### src/rtl/core/jhd_pkg.sv
package jhd_pkg;

	typedef enum logic [1:0] {
		OP_START    = 2'd0,
		OP_LOAD_CNT = 2'd1,
		OP_LOAD_SYM = 2'd2,
		OP_DATA     = 2'd3
	} op_t;

	typedef enum logic [1:0] {
		KIND_COEF  = 2'd0,
		KIND_EOB   = 2'd1,
		KIND_ERROR = 2'd2
	} kind_t;

	typedef enum logic [1:0] {
		PH_DC_CODE = 2'd0,
		PH_DC_BITS = 2'd1,
		PH_AC_CODE = 2'd2,
		PH_AC_BITS = 2'd3
	} phase_t;

	typedef enum logic [2:0] {
		E_IDLE,
		E_RUN,
		E_LOOK,
		E_CMP,
		E_SYM
	} eng_state_t;

	localparam logic [1:0] REG_SAMPLING = 2'd0;
	localparam logic [1:0] REG_DC_MAP   = 2'd1;
	localparam logic [1:0] REG_AC_MAP   = 2'd2;

	localparam logic [7:0] SYM_EOB = 8'h00;
	localparam logic [3:0] RUN_ZRL = 4'hF;

	typedef struct packed {
		op_t        op;
		logic [1:0] table_id;
		logic [4:0] code_length;
		logic [8:0] code_count;
		logic [7:0] symbol_index;
		logic [7:0] symbol_value;
		logic [7:0] data_byte;
	} item_t;

	typedef struct packed {
		logic [1:0]  kind;
		logic [1:0]  comp;
		logic [1:0]  luma;
		logic [5:0]  pos;
		logic [15:0] coef;
		logic        bl;
		logic        ml;
	} result_t;

	typedef struct packed {
		logic       sampling_mode;
		logic [2:0] dc_map;
		logic [2:0] ac_map;
	} cfg_t;

	localparam logic [5:0] NATURAL_POS [64] = '{
		6'd0,  6'd1,  6'd8,  6'd16, 6'd9,  6'd2,  6'd3,  6'd10,
		6'd17, 6'd24, 6'd32, 6'd25, 6'd18, 6'd11, 6'd4,  6'd5,
		6'd12, 6'd19, 6'd26, 6'd33, 6'd40, 6'd48, 6'd41, 6'd34,
		6'd27, 6'd20, 6'd13, 6'd6,  6'd7,  6'd14, 6'd21, 6'd28,
		6'd35, 6'd42, 6'd49, 6'd56, 6'd57, 6'd50, 6'd43, 6'd36,
		6'd29, 6'd22, 6'd15, 6'd23, 6'd30, 6'd37, 6'd44, 6'd51,
		6'd58, 6'd59, 6'd52, 6'd45, 6'd38, 6'd31, 6'd39, 6'd46,
		6'd53, 6'd60, 6'd61, 6'd54, 6'd47, 6'd55, 6'd62, 6'd63
	};

endpackage

### src/rtl/core/jhd_res_fifo.sv
module jhd_res_fifo (
	input  logic             clk,
	input  logic             arst_n,
	input  logic             res_push,
	input  jhd_pkg::result_t res_in,
	output logic             res_full,
	output logic             empty,
	input  logic             pop,
	output jhd_pkg::result_t res_out
);
	import jhd_pkg::*;

	result_t    buf_q [4];
	logic [1:0] wr_q, rd_q;
	logic [2:0] cnt_q;
	logic       do_wr, do_rd;

	assign res_full = cnt_q == 3'd4;
	assign empty    = cnt_q == 3'd0;
	assign res_out  = buf_q[rd_q];
	assign do_wr    = res_push && !res_full;
	assign do_rd    = pop && !empty;

	always_ff @(posedge clk) begin
		if (do_wr) begin
			buf_q[wr_q] <= res_in;
		end
	end

	always_ff @(posedge clk or negedge arst_n) begin
		if (!arst_n) begin
			wr_q  <= 2'd0;
			rd_q  <= 2'd0;
			cnt_q <= 3'd0;
		end else begin
			if (do_wr) begin
				wr_q <= wr_q + 2'd1;
			end
			if (do_rd) begin
				rd_q <= rd_q + 2'd1;
			end
			cnt_q <= cnt_q + {2'b0, do_wr} - {2'b0, do_rd};
		end
	end
endmodule

### config.mk
export PLATFORM = sky130hd
export DESIGN_NAME = jhd_res_fifo
export DESIGN_NICKNAME = d
export VERILOG_FILES = /design/src/rtl/core/jhd_pkg.sv /design/src/rtl/core/jhd_res_fifo.sv
export SDC_FILE = /design/constraint.sdc
export NUM_CORES = 1
export LEC_CHECK = 0
export ABC_CLOCK_PERIOD_IN_PS = 1960
export BUFFER_PORTS_ARGS = -buffer_cell sky130_fd_sc_hd__buf_2
export CAP_MARGIN = 20
export CORE_MARGIN = 2
export CORE_UTILIZATION = 30
export CTS_CLUSTER_SIZE = 16
export DETAILED_ROUTE_END_ITERATION = 7
export GPL_ROUTABILITY_DRIVEN = 0
export PLACE_DENSITY = 0.55
export SETUP_SLACK_MARGIN = 0.05
export SLEW_MARGIN = 20
export SYNTH_ARGS = -nofsm -noshare
export SYNTH_HDL_FRONTEND = slang
export SYNTH_SLANG_ARGS = --single-unit
### constraint.sdc
create_clock -name clk -period 1.96 [get_ports clk]
set_clock_uncertainty 0.05 [all_clocks]
set_input_delay 0.294 -clock clk [delete_from_list [all_inputs] [get_ports clk]]
set_output_delay 0.294 -clock clk [all_outputs]
set_load 0.05 [all_outputs]
==> metrics <==
commonest non-fill, non-tap cell in the layout edfxtp_1; CTS sink count 127; Syn Nets about 240; Worst EP arrival 1760 ps; Synth area leaders edfxtp_1 74%, mux4_2 13%, dfrtp_1 3.6%; Worst Hold Launch res_in[28]; overall routing resource usage 11.4%; DR iter-0 viols 97; vias in the first global route between 2000 and 3000; dominant cell type by area after synthesis edfxtp_1; Reg2Reg Depth 8; Logic pwr share 44.4%; clock latency on the worst-skew pair 410 ps; I/O pin count 66; sequential power share 32.0%; Critical path origin rd_q[0]$_DFFE_PN0P_; reg-to-reg endpoint cnt_q[2]$_DFF_PN0_; CP endpoint kind primary output; Crit path required time between 1500 and 2000 ps; Hold WS 50.3 ps; post-synthesis sequential area ratio 78.0%; vias per cell 4.34; worst slew pin tran 433 ps; Power Density 1820 nW/um^2; Cells after Synth 198; unrepaired setup endpoints after global routing yes; number of setup violations in the final report 31; clock-pin slew on the worst setup and hold paths 50 ps; final worst slack -139 ps; Final period util 107%; initial antenna violation count 0; failing checks setup timing; post-layout minimum cycle time 2100 ps; mapped cell area slightly below 5000 um^2; most frequent cells in the layout 120 x edfxtp_1, 35 x buf_6, 33 x buf_2; DR pass1 iterations 4; Port Buffers 65; row cnt 46; classification of the worst setup path flip-flop to primary output; final hold vios 0; maximum vdd drop 0.764 mV; grt ovf 0; synth warn 0; antenna cells 0; Die Wd 131 um; Leakage 0.00229 uW; clock share of power 23.6%; vias 2310; core area 15800 um^2; Area Overhead vs Synth 34.1%; TritonCTS Buffers 17; Place WS -108 ps; Worst Path Max Fanout 6; fmax 0.476 GHz; Relative slew margins 70.7%; first-pass GRT wire length 13.6 mm; Routed Antenna Nets 0; H-tree level count 4; largest net degree at the start of global routing 32; max-slew violations 0; number of synthesized register bits 127; CP endpoint res_out[26]; Die ar. 17200 um^2; Die Y 131 um; status finished, violations left; Register-to-Register Setup Slack -70 ps; share of cells above drive strength 1 between 50% and 60%; Syn Area/Cell between 20 and 25 um^2; nature of the critical path startpoint flip-flop; library cells used by synthesis 20; P_int ~7600 uW; Longest Clk Path Bufs 2; Final Instance Area 6490 um^2; reg2reg start cnt_q[0]$_DFF_PN0_; WL/cell around 17 um; DRC Markers 0; post-synth top area share 74.4%; Nets ~350; final wirelength between 9 and 10 mm; Final HPWL DP 5.52 mm; Hold Path Class input port to flip-flop; CTS root buf clkbuf_16; Post-Route Utilization 41.0%; # Max-Cap Violations 0; placed instance area approximately 5600 um^2; CTS tree built; initial core utilization 30.6%; Switching Share between 30% and 40%; switching power total 4230 uW; fill count about 1400
## metrics by stage
step | setup TNS [ps] | power (uW) | cells
2_1_floorplan | -611 | 7000 | 198
3_3_place_gp | 0 | 8050 | 491
3_5_place_dp | -108 | 8130 | 491
4_1_cts | -5100 | 11600 | 527
5_1_grt | -5630 | 12400 | 532
6_report | -3830 | 11800 | 532
## power groups by stage
stage / logic [uW] / registers (uW) / clock network, uW
floorplan: 3210 / 3790 / 0
global placement: 4260 / 3790 / 0
detailed placement: 4300 / 3830 / 0
CTS: 5000 / 3780 / 2860
global route: 5560 / 3830 / 2970
finish: 5240 / 3770 / 2780
## registers in the layout (all words and copies together), names as in the netlist
register / cells
buf_q: 120
cnt_q: 3
wr_q: 2
rd_q: 2
## synth_stat cells
cell type and instances:
and3b_1 4, buf_12 3, buf_2 3, buf_6 1, dfrtp_1 7, edfxtp_1 120
fa_1 1, ha_1 6, inv_1 6, mux4_1 2, mux4_2 28, nand2_1 1
nand2b_1 4, nand4bb_1 2, nor3_1 1, nor3b_4 1, o211ai_1 2, o311ai_0 1
o31ai_1 1, xnor2_1 4
## cell families after synthesis
family / Yosys count / synth area share, %
muxes: 30 / 14.1
adders and majority gates: 7 / 1.96
xor gates and xnor gates: 4 / 0.723
and+or+nand+nor: 13 / 2.27
DFF: 127 / 78.0
buffers and inverters: 13 / 2.25
AOI/OAI and AO/OA: 4 / 0.646
## final cells by class
cell class	instances	area, um^2	area share, %
clock buffer	19	433	6.67
sequential	127	3780	58.2
timing repair buffer	94	870	13.4
tap	216	270	4.16
clock inverter	12	97.6	1.50
inverter	6	22.5	0.347
multi-input combinational	58	1020	15.7
## worst min path at each step
stage | to | slack [ps] | cells after the start
5_1_grt | buf_q[0][26]$_DFFE_PP_ | 30 | 1
6_report | buf_q[3][28]$_DFFE_PP_ | 50 | 1
3_5_place_dp | cnt_q[2]$_DFF_PN0_ | 90 | 1
3_3_place_gp | wr_q[0]$_DFFE_PN0P_ | 100 | 1
4_1_cts | buf_q[0][15]$_DFFE_PP_ | 30 | 1
2_1_floorplan | cnt_q[0]$_DFF_PN0_ | -50 | 0
## metal layers
layer  GRT usage, %  wire [um]
met5              0          0
met4           5.01        109
met3           4.89        460
met2           18.3       4690
met1           13.3       3900
## what timing repair did
item                                   4_1_cts  5_1_grt
resized for setup                           68       17
pin swaps                                    0        1
endpoints found under the hold margin        7        0
buffers inserted                             4        5
setup endpoints to repair                   33       57
hold buffers                                 1        0
cloned                                       0        2
## worst max-delay path, stage by stage, from the launching register on
cell       delay, ps
dfrtp_2          370
buf_6            140
clkbuf_16        160
mux4_2           500
buf_6            170
No activity file was read; power rests on OpenSTA's default activity.
