File: src/rtl/core/jhd_pkg.sv
package jhd_pkg;

	typedef enum logic [1:0] {
		OP_START    = 2'd0,
		OP_LOAD_CNT = 2'd1,
		OP_LOAD_SYM = 2'd2,
		OP_DATA     = 2'd3
	} op_t;

	typedef enum logic [1:0] {
		KIND_COEF  = 2'd0,
		KIND_EOB   = 2'd1,
		KIND_ERROR = 2'd2
	} kind_t;

	typedef enum logic [1:0] {
		PH_DC_CODE = 2'd0,
		PH_DC_BITS = 2'd1,
		PH_AC_CODE = 2'd2,
		PH_AC_BITS = 2'd3
	} phase_t;

	typedef enum logic [2:0] {
		E_IDLE,
		E_RUN,
		E_LOOK,
		E_CMP,
		E_SYM
	} eng_state_t;

	localparam logic [1:0] REG_SAMPLING = 2'd0;
	localparam logic [1:0] REG_DC_MAP   = 2'd1;
	localparam logic [1:0] REG_AC_MAP   = 2'd2;

	localparam logic [7:0] SYM_EOB = 8'h00;
	localparam logic [3:0] RUN_ZRL = 4'hF;

	typedef struct packed {
		op_t        op;
		logic [1:0] table_id;
		logic [4:0] code_length;
		logic [8:0] code_count;
		logic [7:0] symbol_index;
		logic [7:0] symbol_value;
		logic [7:0] data_byte;
	} item_t;

	typedef struct packed {
		logic [1:0]  kind;
		logic [1:0]  comp;
		logic [1:0]  luma;
		logic [5:0]  pos;
		logic [15:0] coef;
		logic        bl;
		logic        ml;
	} result_t;

	typedef struct packed {
		logic       sampling_mode;
		logic [2:0] dc_map;
		logic [2:0] ac_map;
	} cfg_t;

	localparam logic [5:0] NATURAL_POS [64] = '{
		6'd0,  6'd1,  6'd8,  6'd16, 6'd9,  6'd2,  6'd3,  6'd10,
		6'd17, 6'd24, 6'd32, 6'd25, 6'd18, 6'd11, 6'd4,  6'd5,
		6'd12, 6'd19, 6'd26, 6'd33, 6'd40, 6'd48, 6'd41, 6'd34,
		6'd27, 6'd20, 6'd13, 6'd6,  6'd7,  6'd14, 6'd21, 6'd28,
		6'd35, 6'd42, 6'd49, 6'd56, 6'd57, 6'd50, 6'd43, 6'd36,
		6'd29, 6'd22, 6'd15, 6'd23, 6'd30, 6'd37, 6'd44, 6'd51,
		6'd58, 6'd59, 6'd52, 6'd45, 6'd38, 6'd31, 6'd39, 6'd46,
		6'd53, 6'd60, 6'd61, 6'd54, 6'd47, 6'd55, 6'd62, 6'd63
	};

endpackage

File: src/rtl/core/jhd_front.sv
module jhd_front (
	input  logic            clk,
	input  logic            arst_n,
	input  logic            push,
	output logic            full,
	input  logic [1:0]      operation,
	input  logic [1:0]      table_id,
	input  logic [4:0]      code_length,
	input  logic [8:0]      code_count,
	input  logic [7:0]      symbol_index,
	input  logic [7:0]      symbol_value,
	input  logic [7:0]      data_byte,
	output logic            item_valid,
	input  logic            item_ready,
	output jhd_pkg::item_t  item
);
	import jhd_pkg::*;

	item_t      buf_q [2];
	logic       wr_q, rd_q;
	logic [1:0] cnt_q;
	logic       do_wr, do_rd;
	item_t      new_item;

	always_comb begin
		new_item.op           = op_t'(operation);
		new_item.table_id     = table_id;
		new_item.code_length  = code_length;
		new_item.code_count   = code_count;
		new_item.symbol_index = symbol_index;
		new_item.symbol_value = symbol_value;
		new_item.data_byte    = data_byte;
	end

	assign full       = cnt_q == 2'd2;
	assign item_valid = cnt_q != 2'd0;
	assign item       = buf_q[rd_q];
	assign do_wr      = push && !full;
	assign do_rd      = item_valid && item_ready;

	always_ff @(posedge clk) begin
		if (do_wr) begin
			buf_q[wr_q] <= new_item;
		end
	end

	always_ff @(posedge clk or negedge arst_n) begin
		if (!arst_n) begin
			wr_q  <= 1'b0;
			rd_q  <= 1'b0;
			cnt_q <= 2'd0;
		end else begin
			if (do_wr) begin
				wr_q <= !wr_q;
			end
			if (do_rd) begin
				rd_q <= !rd_q;
			end
			cnt_q <= cnt_q + {1'b0, do_wr} - {1'b0, do_rd};
		end
	end
endmodule

File: config.mk
export PLATFORM = sky130hd
export DESIGN_NAME = jhd_front
export DESIGN_NICKNAME = d
export VERILOG_FILES = /design/src/rtl/core/jhd_pkg.sv /design/src/rtl/core/jhd_front.sv
export SDC_FILE = /design/constraint.sdc
export NUM_CORES = 1
export LEC_CHECK = 0
export ABC_AREA = 1
export BUFFER_PORTS_ARGS = -buffer_cell sky130_fd_sc_hd__buf_2
export CORE_AREA = 2 2 119 121
export CTS_BUF_LIST = sky130_fd_sc_hd__clkbuf_16
export CTS_CLUSTER_SIZE = 24
export DETAILED_ROUTE_END_ITERATION = 7
export DIE_AREA = 0 0 121 123
export SETUP_SLACK_MARGIN = 0.4
export SLEW_MARGIN = 30
export SYNTH_ARGS = -nofsm -noshare
export SYNTH_HDL_FRONTEND = slang
export SYNTH_SLANG_ARGS = --single-unit
File: constraint.sdc
create_clock -name clk -period 3.7 [get_ports clk]
set_input_delay 0.555 -clock clk [delete_from_list [all_inputs] [get_ports clk]]
set_output_delay 0.555 -clock clk [all_outputs]
set_load 0.005 [all_outputs]
==> key figures <==
GRT
  • GRT Util Overall: under 10%
  • Vias in the first global route: about 2100
  • First-pass GRT wire length: 10500 um
  • Largest net degree at the start of global routing: 44
  • Total grt overflow: 0
  • Initial antenna violation count: 0

Pwr
  • Switching part of the total: between 30% and 40%
  • Pint: approximately 2.1 mW
  • VDD IR max: between 0.2 and 0.3 mV
  • Pwr/cell area: around 750 nW/um2
  • Clock power share: between 20 and 30%
  • Logic pwr share: 28.3%
  • P_sw: just over 1 mW
  • Leakage power: 1.82 nW
  • Part of the power in registers: 46.5%

CTS
  • CTS Buffer Depth: 2
  • Post-CTS Setup Bufs: 0
  • Post-cts resize count: 0
  • H-tree depth: 3
  • CTS tree: done
  • Root Driver: clkbuf_16
  • Clock Latency Late Sink: around 0.34 ns
  • CTS buffer count: 9
  • Clk sinks: 88
  • Cts hold-fix bufs: 1
  • CTS clock-pin slew for the worst setup and hold paths: ~0.06 ns

Cells and area
  • Non-Filler Instances: between 500 and 600
  • Nets: just under 400
  • Fin area: 4190 um2
  • Share of cells above drive strength 1: 30.5%
  • Area growth, synth to finish: 26.4%
  • Diodes inserted: 0

Setup path
  • Reg2reg start: cnt_q[0]
  • Critical Path AT: 1.66 ns
  • Most frequent CP cell: nand2_1
  • R2R depth: 5
  • FF-to-FF End: buf_q[1][20]
  • Crit path kind: register to output pin
  • CP Depth: 4
  • Worst setup EP type: output pin
  • Critical Path Source: rd_q
  • Cells along the critical path: buf_4, nand2_1, nand2_1, buf_2
  • Critical path launch point type: register
  • CP Max Fanout: 24
  • WP buf/inv: 2
  • Worst path top cell family by delay: flip-flops
  • Max incr delay on CP: approximately 0.7 ns
  • CP required: approximately 3.1 ns
  • Critical path destination: item[5]
  • Slowest-stage cell, CP: dfrtp_2
  • Worst R2R Setup Slack: ~1.7 ns

Timing
  • Slew margin rel.: between 40% and 50%
  • Achievable Freq: 452 MHz
  • Setup TNS: 0 ns
  • Final period util: about three fifths
  • Min Hold Slack: between 0.4 and 0.5 ns
  • Minimum clock period: roughly 2.2 ns
  • Max Slew Vio Count: 0
  • Final Hold Vio Count: 0
  • RSZ-0062 raised after global routing: false
  • Worst-Margin Slew: roughly 0.8 ns
  • Final worst setup slack: about 1.5 ns
  • Clock skew: 0.00688 ns
  • Final setup viols: 0

Synthesis
  • Number of flops mapped to enable cells by yosys: 84
  • Syn nets: 300
  • Synth Flop Type: edfxtp_1
  • Post-synth top area share: between 70% and 80%
  • Count of state elements after synthesis: 88
  • Top cells by count, synth: 139 x nand2_1, 84 x edfxtp_1, 9 x inv_1, 5 x buf_6
  • Post-synth cell types: 10
  • YS warnings: 0
  • Most frequent cell after synthesis: nand2_1
  • Sequential cell area fraction in the yosys report: about four fifths
  • Most area-hungry cell type in the Yosys netlist: edfxtp_1
  • Avg Cell Area, Syn: between 10 and 15 um2
  • Synth area leaders: edfxtp_1 76%, nand2_1 16%, dfrtp_1 3.0%
  • Post-synthesis cell area: roughly 3300 um2
  • Synth async-reset ratio: between 4 and 5%
  • Cells after Synth: 252

Outcome
  • Status: finished, final reports clean

Routing
  • Detailed Route Iter0 Violations: 64
  • Final ANT Viol Nets: 0
  • Post-DR vias/cell: between 3 and 4
  • DRC: 0
  • Final WL: ~6700 um
  • Drt wl/cell: between 10 and 15 um
  • Total number of vias: 2086
  • DR pass1 iterations: 5

Floorplanning
  • Ports: 90
  • Initial core utilization: roughly a quarter
  • Site Rows: 43
  • Die Height: 123 um
  • Die area: 14900 um2
  • Core Box Area: approximately 14000 um2
  • Die Width: 121 um

Placement
  • Port-buffer cells: 89
  • GPL Wtd Cong: approximately 0.61
  • # placed instances: roughly 500
  • Pre-CTS setup slack: 1.56 ns
  • DPL Wire Length: ~4500 um
  • Placed cell area: ~3900 um2

Worst hold path
  • Hold_sp: code_count[1]
  • Hold Crit Class: primary input to register

Job
  • Max_cap viols: 0
==> per-stage QoR <==
step | total power [mW] | util [%]
after global routing | 3.39 | 30.8
after CTS | 3.21 | 30.8
after global placement | 2.38 | 28.8
after floorplan | 2.03 | -
after detailed placement | 2.41 | 28.8
final | 3.14 | 30.8
==> power by group through the flow <==
stage	clock (mW)	sequential, mW	combinational (mW)
6_report	0.791	1.46	0.890
5_1_grt	0.856	1.49	1.04
4_1_cts	0.820	1.47	0.924
3_5_place_dp	0	1.49	0.921
3_3_place_gp	0	1.48	0.907
2_1_floorplan	0	1.43	0.595
==> worst min path at each step <==
stage / endpoint / slack, ns / cells after the start
finish: buf_q[1][25] / 0.40 / 1
global route: buf_q[0][25] / 0.39 / 1
CTS: buf_q[1][29] / 0.39 / 1
detailed placement: wr_q / 0.37 / 1
global placement: wr_q / 0.36 / 1
floorplan: cnt_q[0] / 0.26 / 0
==> logic make-up after synthesis <==
family / share of synthesized area [%]
simple gates: 16.3
flops: 79.1
buf+inv: 3.89
fa+ha+maj: 0.754
==> routing by layer <==
layer / vias to the layer above / track usage, % / part of all wire (%)
li1: 1025 / - / -
met1: 994 / 10.9 / 43
met2: 53 / 15.4 / 49
met3: 14 / 3.14 / 4.9
met4: 0 / 6.10 / 2.6
met5: - / 0 / 0
==> sequential cells by signal, indices dropped and copies added (netlist names) <==
name,cells
buf_q,84
cnt_q,2
rd_q,1
wr_q,1
==> cell type report <==
type	instances	area, um2
fillers	1402	9420
multi-input cells	145	573
well taps	180	225
flip-flops and latches	88	2620
repair buffers	92	470
clock buffers	9	225
inverters	10	43.8
clock inverters	7	32.5
==> worst register-to-register path: stages (launching register included) <==
cell     delay (ns)
dfrtp_1        0.35
inv_1          0.07
nand2_1        0.11
nand2_1        0.14
nor2_4         0.54
buf_4          0.42
==> cell usage in the layout (no fill, tap or decap), types with 2 or more instances in the layout <==
cell type | synthesis | final
nand3_1 | 3 | 3
dfrtp_1 | 4 | 3
inv_1 | 9 | 11
clkbuf_16 | 0 | 9
buf_4 | 4 | 2
nand2_1 | 139 | 139
ha_1 | 2 | 2
edfxtp_1 | 84 | 84
buf_2 | 0 | 89
clkinv_2 | 0 | 3
No activity file was read; power rests on OpenSTA's default activity.
